--- config.mk ---
export PLATFORM = sky130hd
export DESIGN_NAME = artwork_sizes_max_area_parser
export DESIGN_NICKNAME = d
export VERILOG_FILES = /design/src/hdl/asmap_pkg.sv /design/src/hdl/artwork_sizes_max_area_parser.sv
export SDC_FILE = /design/constraint.sdc
export NUM_CORES = 1
export LEC_CHECK = 0
export ABC_AREA = 1
export ABC_CLOCK_PERIOD_IN_PS = 7400
export BUFFER_PORTS_ARGS = -buffer_cell sky130_fd_sc_hd__buf_2
export CORE_MARGIN = 2
export CORE_UTILIZATION = 38
export CTS_CLUSTER_DIAMETER = 40
export DETAILED_ROUTE_END_ITERATION = 7
export SLEW_MARGIN = 25
export SYNTH_ARGS = -nofsm -noshare
export SYNTH_HDL_FRONTEND = slang
export SYNTH_SLANG_ARGS = --single-unit
--- constraint.sdc ---
create_clock -name clk -period 7.4 [get_ports clk]
set_input_delay 1.48 -clock clk [delete_from_list [all_inputs] [get_ports clk]]
set_output_delay 1.48 -clock clk [all_outputs]
set_load 0.02 [all_outputs]
--- src/hdl/asmap_pkg.sv ---
// ----------------------------------------------------------------------------
// asmap_pkg
// Shared widths, character codes and helpers for the sizes area parser.
// ----------------------------------------------------------------------------
package asmap_pkg;

	localparam int CODE_W  = 16;
	localparam int AREA_W  = 21;
	localparam int DIM_MAX_DEFAULT = 1024;

	localparam logic [AREA_W-1:0] AREA_MAX = {AREA_W{1'b1}};

	localparam logic [CODE_W-1:0] CH_SPACE = 16'h0020;
	localparam logic [CODE_W-1:0] CH_TAB   = 16'h0009;
	localparam logic [CODE_W-1:0] CH_LF    = 16'h000A;
	localparam logic [CODE_W-1:0] CH_CR    = 16'h000D;
	localparam logic [CODE_W-1:0] CH_FF    = 16'h000C;
	localparam logic [CODE_W-1:0] CH_0     = 16'h0030;
	localparam logic [CODE_W-1:0] CH_9     = 16'h0039;
	localparam logic [CODE_W-1:0] CH_X_LO  = 16'h0078;
	localparam logic [CODE_W-1:0] CH_X_UP  = 16'h0058;
	localparam logic [CODE_W-1:0] CH_A_UP  = 16'h0041;
	localparam logic [CODE_W-1:0] CH_Z_UP  = 16'h005A;
	localparam logic [CODE_W-1:0] CASE_OFS = 16'h0020;
	localparam logic [CODE_W-1:0] CH_A_LO  = 16'h0061;
	localparam logic [CODE_W-1:0] CH_N_LO  = 16'h006E;
	localparam logic [CODE_W-1:0] CH_Y_LO  = 16'h0079;

	localparam logic [1:0] ANY_LEN = 2'd3;

	function automatic logic [CODE_W-1:0] any_char(input logic [1:0] pos);
		logic [CODE_W-1:0] r;
		case (pos)
			2'd0:    r = CH_A_LO;
			2'd1:    r = CH_N_LO;
			2'd2:    r = CH_Y_LO;
			default: r = '0;
		endcase
		return r;
	endfunction

	function automatic logic is_space(input logic [CODE_W-1:0] c);
		return (c == CH_SPACE) || (c == CH_TAB) || (c == CH_LF) ||
			(c == CH_CR) || (c == CH_FF);
	endfunction

endpackage

--- src/hdl/artwork_sizes_max_area_parser.sv ---
// ----------------------------------------------------------------------------
// artwork_sizes_max_area_parser
// Scans a sizes string one code unit per word, keeps the largest valid
// width x height area and whether an "any" token was seen.
// ----------------------------------------------------------------------------
// result: word on m_tvalid once the last code unit has passed every stage
// throughput: one code unit per cycle; the pipe stalls only when a finished
//   result meets a still occupied, unread output register
// stages: input register, tokeniser, 11x11 (dimension) multiplier, max compare
// reset: arst_n clears token state, running maximum, any flag and all valids
module artwork_sizes_max_area_parser #(
	parameter int MAX_DIM = asmap_pkg::DIM_MAX_DEFAULT
) (
	input  logic        clk,
	input  logic        arst_n,
	input  logic        s_tvalid,
	output logic        s_tready,
	input  logic [15:0] s_tdata,  // code_unit[15:0]
	input  logic        s_tlast,  // last_unit
	output logic        m_tvalid,
	input  logic        m_tready,
	output logic [23:0] m_tdata   // max_area[20:0], any_seen[21], zero[23:22]
);
	import asmap_pkg::*;

	localparam int DW = $clog2(MAX_DIM + 2);
	localparam int AW = DW + 4;
	localparam int PW = (2 * DW > AREA_W) ? 2 * DW : AREA_W;
	localparam logic [AW-1:0] MAX_EXT = AW'(MAX_DIM);
	localparam logic [DW-1:0] MAX_DW  = DW'(MAX_DIM);
	localparam logic [DW-1:0] SAT_DW  = DW'(MAX_DIM + 1);

	typedef struct packed {
		logic          in_token;
		logic          sep;
		logic          invalid;
		logic [1:0]    prog;
		logic          mismatch;
		logic [DW-1:0] w;
		logic          wd;
		logic [DW-1:0] h;
		logic          hd;
	} tok_t;

	logic              adv;
	logic              v_s1, last_s1;
	logic [CODE_W-1:0] code_s1;
	tok_t              tok_q, tok_take, tok_sel;
	logic              v_s2, last_s2, cand_s2, any_s2;
	logic [DW-1:0]     w_s2, h_s2;
	logic              v_s3, last_s3, cand_s3, any_s3;
	logic [PW-1:0]     area_s3;
	logic [AREA_W-1:0] best_q, area_sat, best_new;
	logic              any_q, any_new;
	logic              out_valid_q, out_any_q;
	logic [AREA_W-1:0] out_area_q;
	logic              c_space, c_digit, c_sep, do_close, close_any, close_num;
	logic [CODE_W-1:0] c_low;
	logic [3:0]        digit;
	logic [AW-1:0]     acc_in, acc_next;
	logic [DW-1:0]     acc_sat;

	assign adv      = !(v_s3 && last_s3 && out_valid_q && !m_tready);
	assign s_tready = adv;

	// tokeniser
	assign c_space = is_space(code_s1);
	assign c_digit = (code_s1 >= CH_0) && (code_s1 <= CH_9);
	assign c_sep   = (code_s1 == CH_X_LO) || (code_s1 == CH_X_UP);
	assign c_low   = ((code_s1 >= CH_A_UP) && (code_s1 <= CH_Z_UP)) ?
		code_s1 + CASE_OFS : code_s1;
	assign digit   = code_s1[3:0];

	always_comb begin
		acc_in   = tok_q.sep ? AW'(tok_q.h) : AW'(tok_q.w);
		acc_next = (acc_in << 3) + (acc_in << 1) + AW'(digit);
		acc_sat  = (acc_next > MAX_EXT) ? SAT_DW : acc_next[DW-1:0];
	end

	always_comb begin
		tok_take = tok_q;
		tok_take.in_token = 1'b1;
		if (!tok_q.mismatch) begin
			if ((tok_q.prog != ANY_LEN) && (c_low == any_char(tok_q.prog))) begin
				tok_take.prog = tok_q.prog + 2'd1;
			end else begin
				tok_take.mismatch = 1'b1;
			end
		end
		if (c_sep) begin
			if (tok_q.sep) begin
				tok_take.invalid = 1'b1;
			end else begin
				tok_take.sep = 1'b1;
			end
		end else if (c_digit) begin
			if (tok_q.sep) begin
				tok_take.h  = acc_sat;
				tok_take.hd = 1'b1;
			end else begin
				tok_take.w  = acc_sat;
				tok_take.wd = 1'b1;
			end
		end else begin
			tok_take.invalid = 1'b1;
		end
	end

	always_comb begin
		tok_sel   = c_space ? tok_q : tok_take;
		do_close  = c_space || last_s1;
		close_any = tok_sel.in_token && !tok_sel.mismatch && (tok_sel.prog == ANY_LEN);
		close_num = tok_sel.in_token && !close_any && !tok_sel.invalid && tok_sel.sep &&
			tok_sel.wd && tok_sel.hd &&
			(tok_sel.w != '0) && (tok_sel.w <= MAX_DW) &&
			(tok_sel.h != '0) && (tok_sel.h <= MAX_DW);
	end

	// running maximum
	always_comb begin
		area_sat = (area_s3 > PW'(AREA_MAX)) ? AREA_MAX : area_s3[AREA_W-1:0];
		best_new = (cand_s3 && (area_sat > best_q)) ? area_sat : best_q;
		any_new  = any_q | any_s3;
	end

	always_ff @(posedge clk or negedge arst_n) begin
		if (!arst_n) begin
			v_s1        <= 1'b0;
			v_s2        <= 1'b0;
			v_s3        <= 1'b0;
			cand_s2     <= 1'b0;
			any_s2      <= 1'b0;
			cand_s3     <= 1'b0;
			any_s3      <= 1'b0;
			tok_q       <= '0;
			best_q      <= '0;
			any_q       <= 1'b0;
			out_valid_q <= 1'b0;
		end else begin
			if (adv && v_s3 && last_s3) begin
				out_valid_q <= 1'b1;
			end else if (m_tready) begin
				out_valid_q <= 1'b0;
			end
			if (adv) begin
				v_s1    <= s_tvalid;
				v_s2    <= v_s1;
				cand_s2 <= v_s1 && do_close && close_num;
				any_s2  <= v_s1 && do_close && close_any;
				v_s3    <= v_s2;
				cand_s3 <= cand_s2;
				any_s3  <= any_s2;
				if (v_s1) begin
					tok_q <= do_close ? '0 : tok_take;
				end
				if (v_s3) begin
					if (last_s3) begin
						best_q <= '0;
						any_q  <= 1'b0;
					end else begin
						best_q <= best_new;
						any_q  <= any_new;
					end
				end
			end
		end
	end

	always_ff @(posedge clk) begin
		if (adv) begin
			code_s1 <= s_tdata;
			last_s1 <= s_tlast;
			w_s2    <= tok_sel.w;
			h_s2    <= tok_sel.h;
			last_s2 <= last_s1;
			area_s3 <= PW'(w_s2) * PW'(h_s2);
			last_s3 <= last_s2;
			if (v_s3 && last_s3) begin
				out_area_q <= best_new;
				out_any_q  <= any_new;
			end
		end
	end

	assign m_tvalid = out_valid_q;
	assign m_tdata  = {2'b00, out_any_q, out_area_q};

	// checks
	a_stall_cause: assert property (@(posedge clk) disable iff (!arst_n)
		!s_tready |-> (out_valid_q && !m_tready))
		else $error("input stalled without a blocked result");

	a_best_cleared: assert property (@(posedge clk) disable iff (!arst_n)
		(adv && v_s3 && last_s3) |=> ((best_q == '0) && !any_q && out_valid_q))
		else $error("running maximum not cleared after a result");

	a_token_cleared: assert property (@(posedge clk) disable iff (!arst_n)
		(adv && v_s1 && last_s1) |=> !tok_q.in_token)
		else $error("token state left open after last code unit");

	a_cand_dims: assert property (@(posedge clk) disable iff (!arst_n)
		cand_s2 |-> ((w_s2 != '0) && (w_s2 <= MAX_DW) && (h_s2 != '0) && (h_s2 <= MAX_DW)))
		else $error("candidate dimension out of range");

endmodule
==> Word level (Yosys, flattened, before mapping) <==
Cells that the tools add are included.
{ "totals": {"regBits": 145, "inputBits": 21, "elab_cells": 121} }
{ "classes": {"n_addsub": 4, "multipliers": 1, "magnitude_cmp": 9, "eq_ne": 12, "muxes": 24, "bitwise": 2, "n_reduce_logical": 41} }
{ "ops": {"columns": ["cell", "n"], "rows": [
  ["== test 16 x 4 -> 1 bit (second input constant)", 4],
  ["2-to-1 mux 21 bit", 3],
  ["2-to-1 mux 30 bit", 2],
  ["2-to-1 mux 24 bit", 2],
  ["== test 16 x 7 -> 1 bit (second input constant)", 2],
  ["2-to-1 mux 16 bit", 2],
  ["2-to-1 mux 12 bit", 2],
  ["logical AND 1 bit", 23],
  ["> comparator 22 x 21 -> 1 bit (second input constant)", 1],
  ["less-or-equal comparator 11 bit (second input constant)", 2],
  ["multiplier 11 x 11 -> 22 bit", 1],
  ["2-to-1 mux 11 bit", 2],
  ["nonzero test 11 bit", 2],
  ["> comparator 21 bit", 1],
  ["case mux 7 bit (3 select lines)", 1],
  ["adder 16 x 6 -> 16 bit (second input constant)", 1],
  ["== test 16 bit", 1],
  ["== test 16 x 6 -> 1 bit (second input constant)", 1],
  ["greater-or-equal comparator 16 x 6 -> 1 bit (second input constant)", 1],
  ["greater-or-equal comparator 16 x 7 -> 1 bit (second input constant)", 1],
  ["less-or-equal comparator 16 x 6 -> 1 bit (second input constant)", 1],
  ["less-or-equal comparator 16 x 7 -> 1 bit (second input constant)", 1],
  ["adder 14 x 12 -> 15 bit", 1],
  ["adder 15 x 4 -> 15 bit", 1],
  ["15 further kinds", 34]
]} }

==> Logic depth before layout (Yosys ltp) <==
Gate-level depths: netlist (run 1).
{ "logic_depth": {"depth_word": 23, "ltp_mapped": 29} }

==> Least setup slack after synthesis (run 1) <==
OpenSTA, ideal clock, no wires.
{ "synth_path": {"kind": "register -> register", "start": "register h_s2[10]", "end": "register area_s3[18], data pin", "setup_time_ns": 0.252, "arrival_ns": 4.931, "required_ns": 7.148, "path_slack_ns": 2.217, "stages_incl_launch_ff": 25, "synth_period_minus_slack_ns": 5.183, "cell_sequence": "edfxtp_1 -> clkbuf_1 -> nand2_1 -> fa_1 -> fa_1 -> inv_1 -> fa_1 -> inv_1 -> fa_1 -> inv_1 -> fa_1 -> ha_1 -> nand2_1 -> nor2_1 -> a211oi_1 -> o31ai_1 -> a31o_2 -> nand2_1 -> o21bai_1 -> nand2_1 -> nand2_1 -> a21oi_1 -> inv_1 -> nand2_1 -> nand2_1"} }
{ "synth_via": {"elab_chain_cells": 1} }
{ "synth_rtl": {"columns": ["element", "line_no", "text"], "rows": [
  ["start: declaration", "artwork_sizes_max_area_parser.sv:50", "logic [DW-1:0] w_s2, h_s2;"],
  ["start signal: assignment", "artwork_sizes_max_area_parser.sv:174", "h_s2 <= tok_sel.h;"],
  ["multiplier 11 x 11 -> 22 bit", "artwork_sizes_max_area_parser.sv:176", "area_s3 <= PW'(w_s2) * PW'(h_s2);"],
  ["end signal: assignment", "artwork_sizes_max_area_parser.sv:176", null],
  ["end: declaration", "artwork_sizes_max_area_parser.sv:52", "logic [PW-1:0] area_s3;"]
]} }
No other way between the ends.
A chain may end at the register's enable or synchronous reset.

==> Worst setup path in the final report (run 1) <==
{ "layout_path": {"start": "register w_s2[6]", "end": "register area_s3[18], data pin"} }
{ "layout_via": {"elab_chain_cells": 1} }
{ "layout_rtl": {"columns": ["element", "line_no", "text"], "rows": [
  ["start: declaration", "artwork_sizes_max_area_parser.sv:50", null],
  ["start signal: assignment", "artwork_sizes_max_area_parser.sv:173", "w_s2 <= tok_sel.w;"],
  ["multiplier 11 x 11 -> 22 bit", "artwork_sizes_max_area_parser.sv:176", null]
]} }
No other way between the ends.

==> results.sh, run 1 <==
export IMPL_wl_per_cell_um=13.46
export IMPL_area_delta_synth_final_pct=9.957
export IMPL_relSlewSlack_pct=35.97
export IMPL_ios=47
export IMPL_grt_pass1_wl_um=43560
export IMPL_status="completed"
export IMPL_synth_commonest_cells="nand2_1 (387), inv_1 (282), ha_1 (107)"
export IMPL_overflow=0
export IMPL_drt_iter0_markers=496
export IMPL_final_util_pct=42.53
export IMPL_cts_sinks=145
export IMPL_cts_clk_slew_worst_paths_ns=0.06
export IMPL_synthFlopType="edfxtp_1"
export IMPL_grt_max_degree=71
export IMPL_htree_levels=4
export IMPL_rows=64
export IMPL_tns_ns=0
export IMPL_fmax_ghz=0.1819
export IMPL_crit_chain="nand2_1, fa_1, inv_1, fa_1, inv_1, fa_1, inv_1, fa_1, fa_1, ha_1, a21oi_1, nor2_1, a211oi_1, o31ai_1, a31o_2, nand2_1, o21bai_1, nand2_1, nand2_1, a21oi_1, inv_1, nand2_1, nand2_1"
export IMPL_synth_compound_area_share_pct=8.164
export IMPL_drv_cap=0
export IMPL_ys_async_sr_fraction_pct=41.38
export IMPL_setup_worst_path_start_class="register"
export IMPL_yosys_area_share_simple_pct=20.36
export IMPL_drcViolationCount=0
export IMPL_tightest_slew_ns=0.9594
export IMPL_ys_seq_area_share_pct=34.17
export IMPL_worstPathRequired_ns=7.57
export IMPL_routed_via_count=8991
export IMPL_yosysTopAreaCell="edfxtp_1"
export IMPL_netlist_instances=1440
export IMPL_synth_warnings=0
export IMPL_clock_latency_ns=0.43
export IMPL_finalCritPeriodShare_pct=74.31
export IMPL_synth_top_family_by_area="adder cells"
export IMPL_die_h_um=180.7
export IMPL_worst_setup_path_end_kind="register"
export IMPL_nFillCells=3092
export IMPL_cts_tree="built"
export IMPL_synth_area_um2=11860
export IMPL_drt_wl_total_um=25250
export IMPL_crit_slowest_cell="edfxtp_1"
export IMPL_antenna_found_initial=0
export IMPL_die_w_um=180.7
export IMPL_num_nets_final=1676
export IMPL_synth_edff_count=85
export IMPL_dr_pass1_iters=4
export IMPL_synth_area_leaders="edfxtp_1 (22%), fa_1 (14%), dfrtp_1 (13%)"
export IMPL_ant_nets=0
export IMPL_synth_seq_cells=145
export IMPL_dpl_hpwl_um=20000
export IMPL_yosysMostFrequentCell="nand2_1"
export IMPL_hold_violations=0
export IMPL_p_total_mw=2.014
export IMPL_worst_hold_slack_ns=0.4240
export IMPL_synth_area_mux_share_pct=0
export IMPL_ctsResizeCount=0
export IMPL_port_buffers=44
export IMPL_synth_xor_area_share_pct=1.403
export IMPL_core_area_um2=30670
export IMPL_grtUsageTotal_pct=16.27
export IMPL_n_antenna_cell=0
export IMPL_avgSynthCellArea_um2=8.238
export IMPL_min_period_ns=5.499
export IMPL_crit_path_max_incr_delay_ns=0.61
export IMPL_regToRegSetupSlack_ns=1.90
export IMPL_finalSetupViolations=0
export IMPL_routed_via_density=4.795
export IMPL_critPathKind="reg2reg"
export IMPL_critical_path_max_fanout=11
export IMPL_start_util_pct=38.68
export IMPL_clock_skew_ns=0.01424
export IMPL_cts_hold_buf=0
export IMPL_globalplace_congestion=0.8934
export IMPL_p_leak_nw=7.196
export IMPL_netlist_area_leader_share_pct=21.52
export IMPL_hold_class="reg2reg"
export IMPL_first_global_vias=9090
export IMPL_crit_path_frequent_cell="nand2_1"
export IMPL_crit_arrival_ns=5.67
export IMPL_die_area_um2=32650
export IMPL_synth_fa_ha_area_share_pct=25.12
export IMPL_finalMaxSlewViolations=0
export IMPL_root_buffer="clkbuf_16"
export IMPL_ir_drop_mv=0.1490
export IMPL_cts_buffer_depth=2
export IMPL_rsz0062_at_grt="no"
export IMPL_yosys_cell_types_count=46
export IMPL_postCtsSetupBuffers=0
export IMPL_drive_gt1_share_pct=8.790
export IMPL_cellPowerDensity_nw_per_um2=154.4
export IMPL_cts_buffers=17
[critical path: cells and delay by family, from the launching register on]
family          cells  cell delay, ns
compound gates      6            1.06
flops               1            0.61
fa+ha+maj           6            2.87
simple gates        7            0.50
buf+inv             4            0.21
[layer usage]
layer	routed length (µm)	GRT usage, %	vias up
met2	12110	28.15	205
met3	1151	3.092	33
li1	-	-	4564
met5	0	0	-
met1	11530	20.55	4189
met4	457	5.000	0
[where the power goes]
part | internal, mW | leakage [nW] | switching [mW]
clock | 0.517 | 0.289 | 0.316
combinational | 0.0839 | 5.14 | 0.154
sequential | 0.904 | 1.76 | 0.0390
total | 1.50 | 7.20 | 0.510
[layout by cell type (no fill, tap or decap), types with 3 or more instances in the layout]
| cell type | synthesis | layout |
|---|---|---|
| nand2_1 | 387 | 387 |
| inv_1 | 282 | 282 |
| ha_1 | 107 | 107 |
| nor2_1 | 89 | 88 |
| o21ai_0 | 86 | 86 |
| edfxtp_1 | 85 | 85 |
| fa_1 | 82 | 82 |
| dfrtp_1 | 60 | 60 |
| buf_2 | 8 | 44 |
| a21oi_1 | 42 | 42 |
| nand3_1 | 42 | 42 |
| or2_2 | 21 | 21 |
| clkbuf_16 | 0 | 18 |
| nand4_1 | 15 | 15 |
| xor2_1 | 13 | 13 |
| o22ai_1 | 9 | 9 |
| nand2_2 | 8 | 8 |
| buf_4 | 3 | 8 |
| o31ai_1 | 6 | 6 |
| xnor2_1 | 6 | 6 |
| nor3_1 | 6 | 6 |
| o21ai_1 | 5 | 5 |
| nor2_4 | 4 | 5 |
| inv_2 | 5 | 5 |
| o21a_1 | 4 | 4 |
| a32o_1 | 4 | 4 |
| clkbuf_8 | 0 | 4 |
| o21bai_1 | 3 | 3 |
| a21oi_2 | 3 | 3 |
[path summary, 6_finish.rpt]
check                      startpoint           to  depth (start not counted)
max in group asynchronous      arst_n    tok_q[26]                          2
setup reg to reg              w_s2[6]  area_s3[18]                         23
min in group asynchronous      arst_n        any_q                          2
setup / recovery              w_s2[6]  area_s3[18]                         23
hold reg to reg               last_s2      last_s3                          0
hold / removal                last_s2      last_s3                          0
[state kept, by name, summed over array words and instances (netlist names)]
name and cells:
any_s2 1, last_s3 1, any_q 1, last_s2 1
cand_s2 1, tok_q 30, h_s2 11, out_any_q 1
code_s1 16, any_s3 1, last_s1 1, out_area_q 21
v_s3 1, best_q 21, area_s3 22, m_tvalid 1
v_s1 1, cand_s3 1, v_s2 1, w_s2 11
[logic make-up after synthesis]
| family | count (synthesis) |
|---|---|
| AND/OR/NAND/NOR | 580 |
| XOR/XNOR | 19 |
| flip-flops | 145 |
| buffers and inverters | 334 |
| AO/OA/AOI/OAI | 172 |
| other | 1 |
| adder cells (fa/ha/maj) | 189 |
[metrics by stage]
step,setup slack [ns],cell area (µm²),std cells
5_1_grt,1.529,13040,1875
6_report,1.901,13040,1875
4_1_cts,1.949,13040,1875
3_3_place_gp,2.032,12450,1843
2_1_floorplan,2.217,11870,1441
3_5_place_dp,1.954,12460,1843
[final cells by class]
| cell class | instances | area (µm²) | area share (%) |
|---|---|---|---|
| clock buffers | 24 | 513.0 | 3.933 |
| clock inverters | 8 | 75.07 | 0.5755 |
| inverters | 288 | 1081 | 8.288 |
| multi-input cells | 962 | 6545 | 50.18 |
| flip-flops and latches | 145 | 4054 | 31.08 |
| well taps | 396 | 495.5 | 3.799 |
| repair buffers | 52 | 280.3 | 2.149 |
(Power assumes the default switching activity.)
==> run 2: changes to the inputs <==
--- a/config.mk
+++ b/config.mk
@@ -5,8 +5,8 @@
 export SDC_FILE = /design/constraint.sdc
 export NUM_CORES = 1
 export LEC_CHECK = 0
-export ABC_AREA = 1
-export ABC_CLOCK_PERIOD_IN_PS = 7400
+export ABC_AREA = 0
+export ABC_CLOCK_PERIOD_IN_PS = 4900
 export BUFFER_PORTS_ARGS = -buffer_cell sky130_fd_sc_hd__buf_2
 export CORE_MARGIN = 2
 export CORE_UTILIZATION = 38
==> constraint.sdc (replaced) <==
create_clock -name clk -period 4.9 [get_ports clk]
set_input_delay 0.98 -clock clk [delete_from_list [all_inputs] [get_ports clk]]
set_output_delay 0.98 -clock clk [all_outputs]
set_load 0.02 [all_outputs]
==> results.sh, run 2 <==
export IMPL_wl_per_cell_um=15.32
export IMPL_critical_path_max_fanout=5
export IMPL_tightest_slew_ns=0.9716
export IMPL_setup_slack_ns=-0.1552
export IMPL_synth_commonest_cells="nand2_1 (147), inv_1 (129), ha_1 (107)"
export IMPL_critPathKind="reg2reg"
export IMPL_fin_area_um2=13450
export IMPL_cts_hold_buf=0
export IMPL_detailed_place_area_um2=12450
export IMPL_hold_violations=0
export IMPL_finalMaxSlewViolations=0
export IMPL_avgSynthCellArea_um2=10.40
export IMPL_rows=63
export IMPL_globalplace_congestion=0.8504
export IMPL_clock_latency_ns=0.44
export IMPL_worstPathRequired_ns=5.08
export IMPL_fin_cells=1606
export IMPL_synth_compound_area_share_pct=10.52
export IMPL_cellPowerDensity_nw_per_um2=233.5
export IMPL_netlist_area_leader_share_pct=22.59
export IMPL_ant_nets=0
export IMPL_antenna_found_initial=0
export IMPL_crit_arrival_ns=5.24
export IMPL_fmax_ghz=0.1978
export IMPL_die_area_um2=31130
export IMPL_mostFrequentLayoutCells="nand2_1 (141), inv_1 (126), ha_1 (99), buf_4 (88), edfxtp_1 (85)"
export IMPL_synth_area_leaders="edfxtp_1 (23%), fa_1 (15%), dfrtp_1 (13%)"
export IMPL_failed_checks="negative setup slack"
export IMPL_status="finished with violations"
export IMPL_synth_edff_count=85
export IMPL_min_period_ns=5.055
export IMPL_port_buffers=44
export IMPL_cts_buffers=17
export IMPL_largest_register_ffs=30
export IMPL_yosysTopAreaCell="edfxtp_1"
export IMPL_routed_via_count=8059
export IMPL_drive_gt1_share_pct=22.94
export IMPL_p_leak_nw=6.538
export IMPL_synth_seq_cells=145
export IMPL_cts_sinks=145
export IMPL_cts_clk_slew_worst_paths_ns=0.07
export IMPL_top_register="tok_q"
export IMPL_synth_warnings=0
export IMPL_hold_class="reg2reg"
export IMPL_yosys_area_share_simple_pct=15.61
export IMPL_setup_worst_path_start_class="register"
export IMPL_drv_cap=0
export IMPL_yosys_cell_types_count=74
export IMPL_layout_commonest_cell="nand2_1"
export IMPL_rsz0062_at_grt="yes"
export IMPL_cts_buffer_depth=2
export IMPL_drt_iter0_markers=440
export IMPL_drcViolationCount=0
export IMPL_netlist_instances=1087
export IMPL_clock_skew_ns=0.01315
export IMPL_ir_drop_mv=0.3423
export IMPL_relSlewSlack_pct=35.07
export IMPL_start_util_pct=38.33
export IMPL_finalSetupViolations=4
export IMPL_root_buffer="clkbuf_16"
export IMPL_dr_pass1_iters=5
export IMPL_reg_top3="tok_q x30, area_s3 x22"
export IMPL_grt_pass1_wl_um=41150
export IMPL_p_total_mw=3.141
export IMPL_dp_cells=1546
export IMPL_grt_max_degree=61
export IMPL_synth_area_mux_share_pct=3.344
export IMPL_synth_fa_ha_area_share_pct=26.38
export IMPL_yosysMostFrequentCell="nand2_1"
export IMPL_area_delta_synth_final_pct=19.02
export IMPL_die_w_um=176.4
export IMPL_core_area_um2=29480
export IMPL_n_antenna_cell=0
export IMPL_ys_async_sr_fraction_pct=41.38
export IMPL_htree_levels=4
export IMPL_synth_area_um2=11300
export IMPL_first_global_vias=8314
export IMPL_cts_tree="built"
export IMPL_dpl_hpwl_um=18920
export IMPL_worst_hold_slack_ns=0.4305
export IMPL_routed_via_density=5.018
export IMPL_synthFlopType="edfxtp_1"
export IMPL_grtUsageTotal_pct=16.66
export IMPL_worst_setup_path_end_kind="register"
export IMPL_drt_wl_total_um=24600
export IMPL_ios=47
export IMPL_synth_top_family_by_area="adder cells"
export IMPL_finalCritPeriodShare_pct=103.2
export IMPL_overflow=0
export IMPL_synth_xor_area_share_pct=2.248
export IMPL_die_h_um=176.4
export IMPL_num_nets_final=1413
export IMPL_ys_seq_area_share_pct=35.88
-- run 2: cell count changes after synthesis, sizes merged, moves of 9 or more --
| cell | before | now |
|---|---|---|
| inv | 287 | 130 |
| xnor2 | 6 | 22 |
| nand3 | 43 | 8 |
| a21o | 0 | 9 |
| nor3 | 6 | 16 |
| nand2 | 395 | 148 |
| o21ai | 91 | 25 |
| nor4 | 3 | 12 |
| nor2 | 95 | 34 |
| mux2 | 0 | 30 |
| nand4 | 16 | 6 |
| a21oi | 45 | 29 |
| a22o | 0 | 36 |
| and2 | 0 | 65 |
-- run 2: worst paths after layout --
check	startpoint	end	slack (ns)	depth (start not counted)
worst min register to register	last_s2	last_s3	0.43	0
worst max-delay path	w_s2[4]	area_s3[21]	-0.16	18
worst max register to register	w_s2[4]	area_s3[21]	-0.16	18
max in group asynchronous	arst_n	tok_q[28]	3.56	2
worst min-delay path	last_s2	last_s3	0.43	0
min in group asynchronous	arst_n	best_q[14]	0.70	2
-- run 2: worst max-delay path, stage by stage (launching register included) --
cell and delay (ns):
edfxtp_1 0.50, buf_6 0.17, and2_1 0.16, fa_1 0.52
ha_1 0.30, inv_1 0.05, fa_1 0.54, inv_2 0.04
fa_1 0.47, fa_1 0.53, ha_4 0.31, nor3_2 0.04
nor2_2 0.12, o41ai_4 0.10, o211a_1 0.24, a211oi_2 0.24
a41o_1 0.24, o41ai_2 0.09, xnor2_1 0.12
-- run 2: logic make-up after synthesis --
| kind of cell | count (synthesis) |
|---|---|
| AOI/OAI and AO/OA | 161 |
| xor gates and xnor gates | 29 |
| adders and majority gates | 189 |
| buffers and inverters | 175 |
| DFF | 145 |
| muxes | 34 |
| other | 1 |
| and+or+nand+nor | 353 |
-- run 2: routing by layer --
metal / part of all wire (%) / track usage (%) / routed length, µm / vias to the layer above
met5: 0 / 0 / 0 / -
met3: 3.0 / 3.273 / 749 / 38
met4: 2.1 / 5.992 / 510 / 0
met2: 49 / 28.79 / 12170 / 119
li1: - / - / - / 3947
met1: 45 / 20.71 / 11170 / 3955
-- run 2: power by group --
| group | internal [mW] | total [mW] | switching, mW |
|---|---|---|---|
| Combinational | 0.166 | 0.403 | 0.237 |
| Clock | 0.797 | 1.33 | 0.532 |
| Sequential | 1.36 | 1.41 | 0.0452 |
-- run 2: final cells by class --
class                      count  area [µm²]
inverter                     130       488.0
multi-input combinational    768        6830
sequential                   145        4055
clock buffer                  18       429.2
clock inverter                14       165.2
fill                        2793       16030
tap                          390       488.0
timing repair buffer         141       993.5
-- run 2: metrics by stage --
step           util (%)  TNS, ns  setup WS [ns]
3_3_place_gp      42.22   -1.085        -0.3100
3_5_place_dp      42.24   -1.693        -0.4183
2_1_floorplan         -        0       0.003222
6_report          45.62  -0.4087        -0.1552
5_1_grt           45.62   -1.534        -0.3417
4_1_cts           45.10  -0.5409        -0.1936
-- run 2: repair_timing --
item | CTS | global route
cloned | 0 | 0
endpoints found under the setup margin | 9 | 10
gates resized for setup | 20 | 20
setup buffers | 21 | 7
pin swaps | 22 | 32
==> run 3: changes to the inputs <==
--- a/config.mk
+++ b/config.mk
@@ -9,7 +9,7 @@
 export ABC_CLOCK_PERIOD_IN_PS = 4900
 export BUFFER_PORTS_ARGS = -buffer_cell sky130_fd_sc_hd__buf_2
 export CORE_MARGIN = 2
-export CORE_UTILIZATION = 38
+export CORE_UTILIZATION = 27
 export CTS_CLUSTER_DIAMETER = 40
 export DETAILED_ROUTE_END_ITERATION = 7
 export SLEW_MARGIN = 25
==> results.sh, run 3 (synthesis gave the netlist of run 2 again) <==
export IMPL_root_buffer="clkbuf_16"
export IMPL_first_global_vias=8239
export IMPL_cellPowerDensity_nw_per_um2=227.5
export IMPL_grtUsageTotal_pct=11.56
export IMPL_ios=47
export IMPL_dpl_hpwl_um=18870
export IMPL_min_delay_start="last_s2"
export IMPL_cp_startpoint="w_s2[4]"
export IMPL_drcViolationCount=0
export IMPL_dr_pass1_iters=5
export IMPL_globalplace_congestion=0.9029
export IMPL_p_leak_nw=6.627
export IMPL_finalCritPeriodShare_pct=103.1
export IMPL_finalSetupViolations=6
export IMPL_p_comb_share_pct=13.1
export IMPL_rows=74
export IMPL_cts_tree="built"
export IMPL_failed_checks="negative setup slack"
export IMPL_drt_iter0_markers=424
export IMPL_ant_nets=0
export IMPL_fmax_ghz=0.1980
export IMPL_ir_drop_mv=0.2415
export IMPL_htree_levels=4
export IMPL_finalMaxSlewViolations=0
export IMPL_path_buf_inv=7
export IMPL_worstPathRequired_ns=5.08
export IMPL_critical_path_max_fanout=7
export IMPL_die_w_um=208.6
export IMPL_critPathKind="reg2reg"
export IMPL_min_period_ns=5.051
export IMPL_drv_cap=0
export IMPL_crit_chain="buf_6, buf_6, nand2_2, fa_1, inv_1, fa_1, fa_1, fa_1, fa_1, ha_4, nand3_2, nand2_2, a41oi_4, buf_4, buf_6, buf_6, buf_6, nand2_2, a31oi_2, xnor2_1"
export IMPL_crit_slowest_cell="fa_1"
export IMPL_dp_cells=1687
export IMPL_nFillCells=4120
export IMPL_hold_class="reg2reg"
export IMPL_core_area_um2=41110
export IMPL_largest_register_ffs=30
export IMPL_clock_skew_ns=0.01666
export IMPL_overflow=0
export IMPL_crit_path_max_incr_delay_ns=0.57
export IMPL_critPathTopFamily="adder cells"
export IMPL_setup_worst_path_start_class="register"
export IMPL_crit_arrival_ns=5.23
export IMPL_tightest_slew_ns=0.9954
export IMPL_routed_via_count=8107
export IMPL_status="finished with violations"
export IMPL_timing_rr_start="w_s2[4]"
export IMPL_start_util_pct=27.49
export IMPL_die_area_um2=43500
export IMPL_routed_via_density=4.622
export IMPL_pwr_share_seq_pct=44.8
export IMPL_port_buffers=44
export IMPL_cts_buffers=17
export IMPL_p_sw_mw=0.8367
export IMPL_clock_latency_ns=0.44
export IMPL_top_register="tok_q"
export IMPL_cts_sinks=145
export IMPL_setup_slack_ns=-0.1513
export IMPL_cellInternalPower_mw=2.311
export IMPL_swShare_pct=26.58
export IMPL_mostFrequentLayoutCells="nand2_1 (132), inv_1 (118), ha_1 (95), edfxtp_1 (85), buf_4 (84)"
export IMPL_cts_buffer_depth=2
export IMPL_p_total_mw=3.148
export IMPL_dp_slack_ns=-0.2857
export IMPL_worst_setup_path_end_kind="register"
export IMPL_reg_top3="tok_q x30, area_s3 x22"
export IMPL_wl_per_cell_um=14.12
export IMPL_drive_gt1_share_pct=25.70
export IMPL_grt_pass1_wl_um=40920
export IMPL_num_nets_final=1419
export IMPL_die_h_um=208.6
export IMPL_fin_cells=1754
export IMPL_drt_wl_total_um=24770
export IMPL_relSlewSlack_pct=33.48
export IMPL_cts_hold_buf=0
export IMPL_n_antenna_cell=0
export IMPL_layout_commonest_cell="nand2_1"
export IMPL_worst_hold_slack_ns=0.4412
export IMPL_tns_ns=-0.7029
export IMPL_rsz0062_at_grt="yes"
export IMPL_antenna_found_initial=0
export IMPL_hold_violations=0
export IMPL_area_delta_synth_final_pct=22.49
export IMPL_grt_max_degree=53
export IMPL_power_frac_clock_pct=42.2
export IMPL_cts_clk_slew_worst_paths_ns=0.07
run 3: cell count changes in the layout (fill, tap and decap cells not counted), sizes merged:
| cell | previous run | this run |
|---|---|---|
| buf | 141 | 147 |
| bufinv | 3 | 1 |
| clkbuf | 18 | 19 |
| clkinv | 6 | 3 |
| clkinvlp | 4 | 0 |
| inv | 131 | 139 |
run 3: path summary, 6_finish.rpt:
| kind | end | slack, ns | cells past startpoint |
|---|---|---|---|
| worst max-delay path | area_s3[16] | -0.15 | 20 |
| worst min-delay path | last_s3 | 0.44 | 0 |
| worst max register to register | area_s3[16] | -0.15 | 20 |
| worst min register to register | last_s3 | 0.44 | 0 |
| max in group asynchronous | tok_q[17] | 3.37 | 2 |
| min in group asynchronous | cand_s3 | 0.57 | 1 |
run 3: power by group through the flow:
stage / sequential [mW] / clock, mW / combinational (mW)
finish: 1.41 / 1.33 / 0.411
global placement: 1.44 / 0 / 0.365
CTS: 1.41 / 1.36 / 0.394
detailed placement: 1.44 / 0 / 0.370
global route: 1.42 / 1.41 / 0.458
floorplan: 1.43 / 0 / 0.241
run 3: area by class of cell:
type	count	area [µm²]	share of cell area (%)
Multi-Input combinational cell	768	6950	50.22
Timing Repair Buffer	147	1074	7.756
Sequential cell	145	4054	29.29
Inverter	130	488.0	3.526
Clock inverter	13	133.9	0.9673
Clock buffer	19	475.5	3.435
Tap cell	532	665.6	4.809
run 3: timing repair:
| action | 4_1_cts | 5_1_grt |
|---|---|---|
| setup endpoints to repair | 7 | 7 |
| buffers inserted | 22 | 13 |
| gates resized for setup | 22 | 68 |
| pin swaps | 20 | 49 |
run 3: stage by stage:
step	util, %	cell area [µm²]
finish	33.67	13840
global route	33.67	13840
CTS	32.71	13450
detailed placement	30.66	12610
global placement	30.66	12610
floorplan	-	11470
run 3: routing by layer:
| layer | routed length, µm | global-route usage, % | share of wire [%] | vias to the layer above |
|---|---|---|---|---|
| met4 | 355 | 3.793 | 1.4 | 0 |
| met2 | 11820 | 19.09 | 48 | 155 |
| met1 | 11720 | 15.18 | 47 | 3972 |
| li1 | - | - | - | 3956 |
| met5 | 0 | 0 | 0 | - |
| met3 | 870 | 2.329 | 3.5 | 24 |
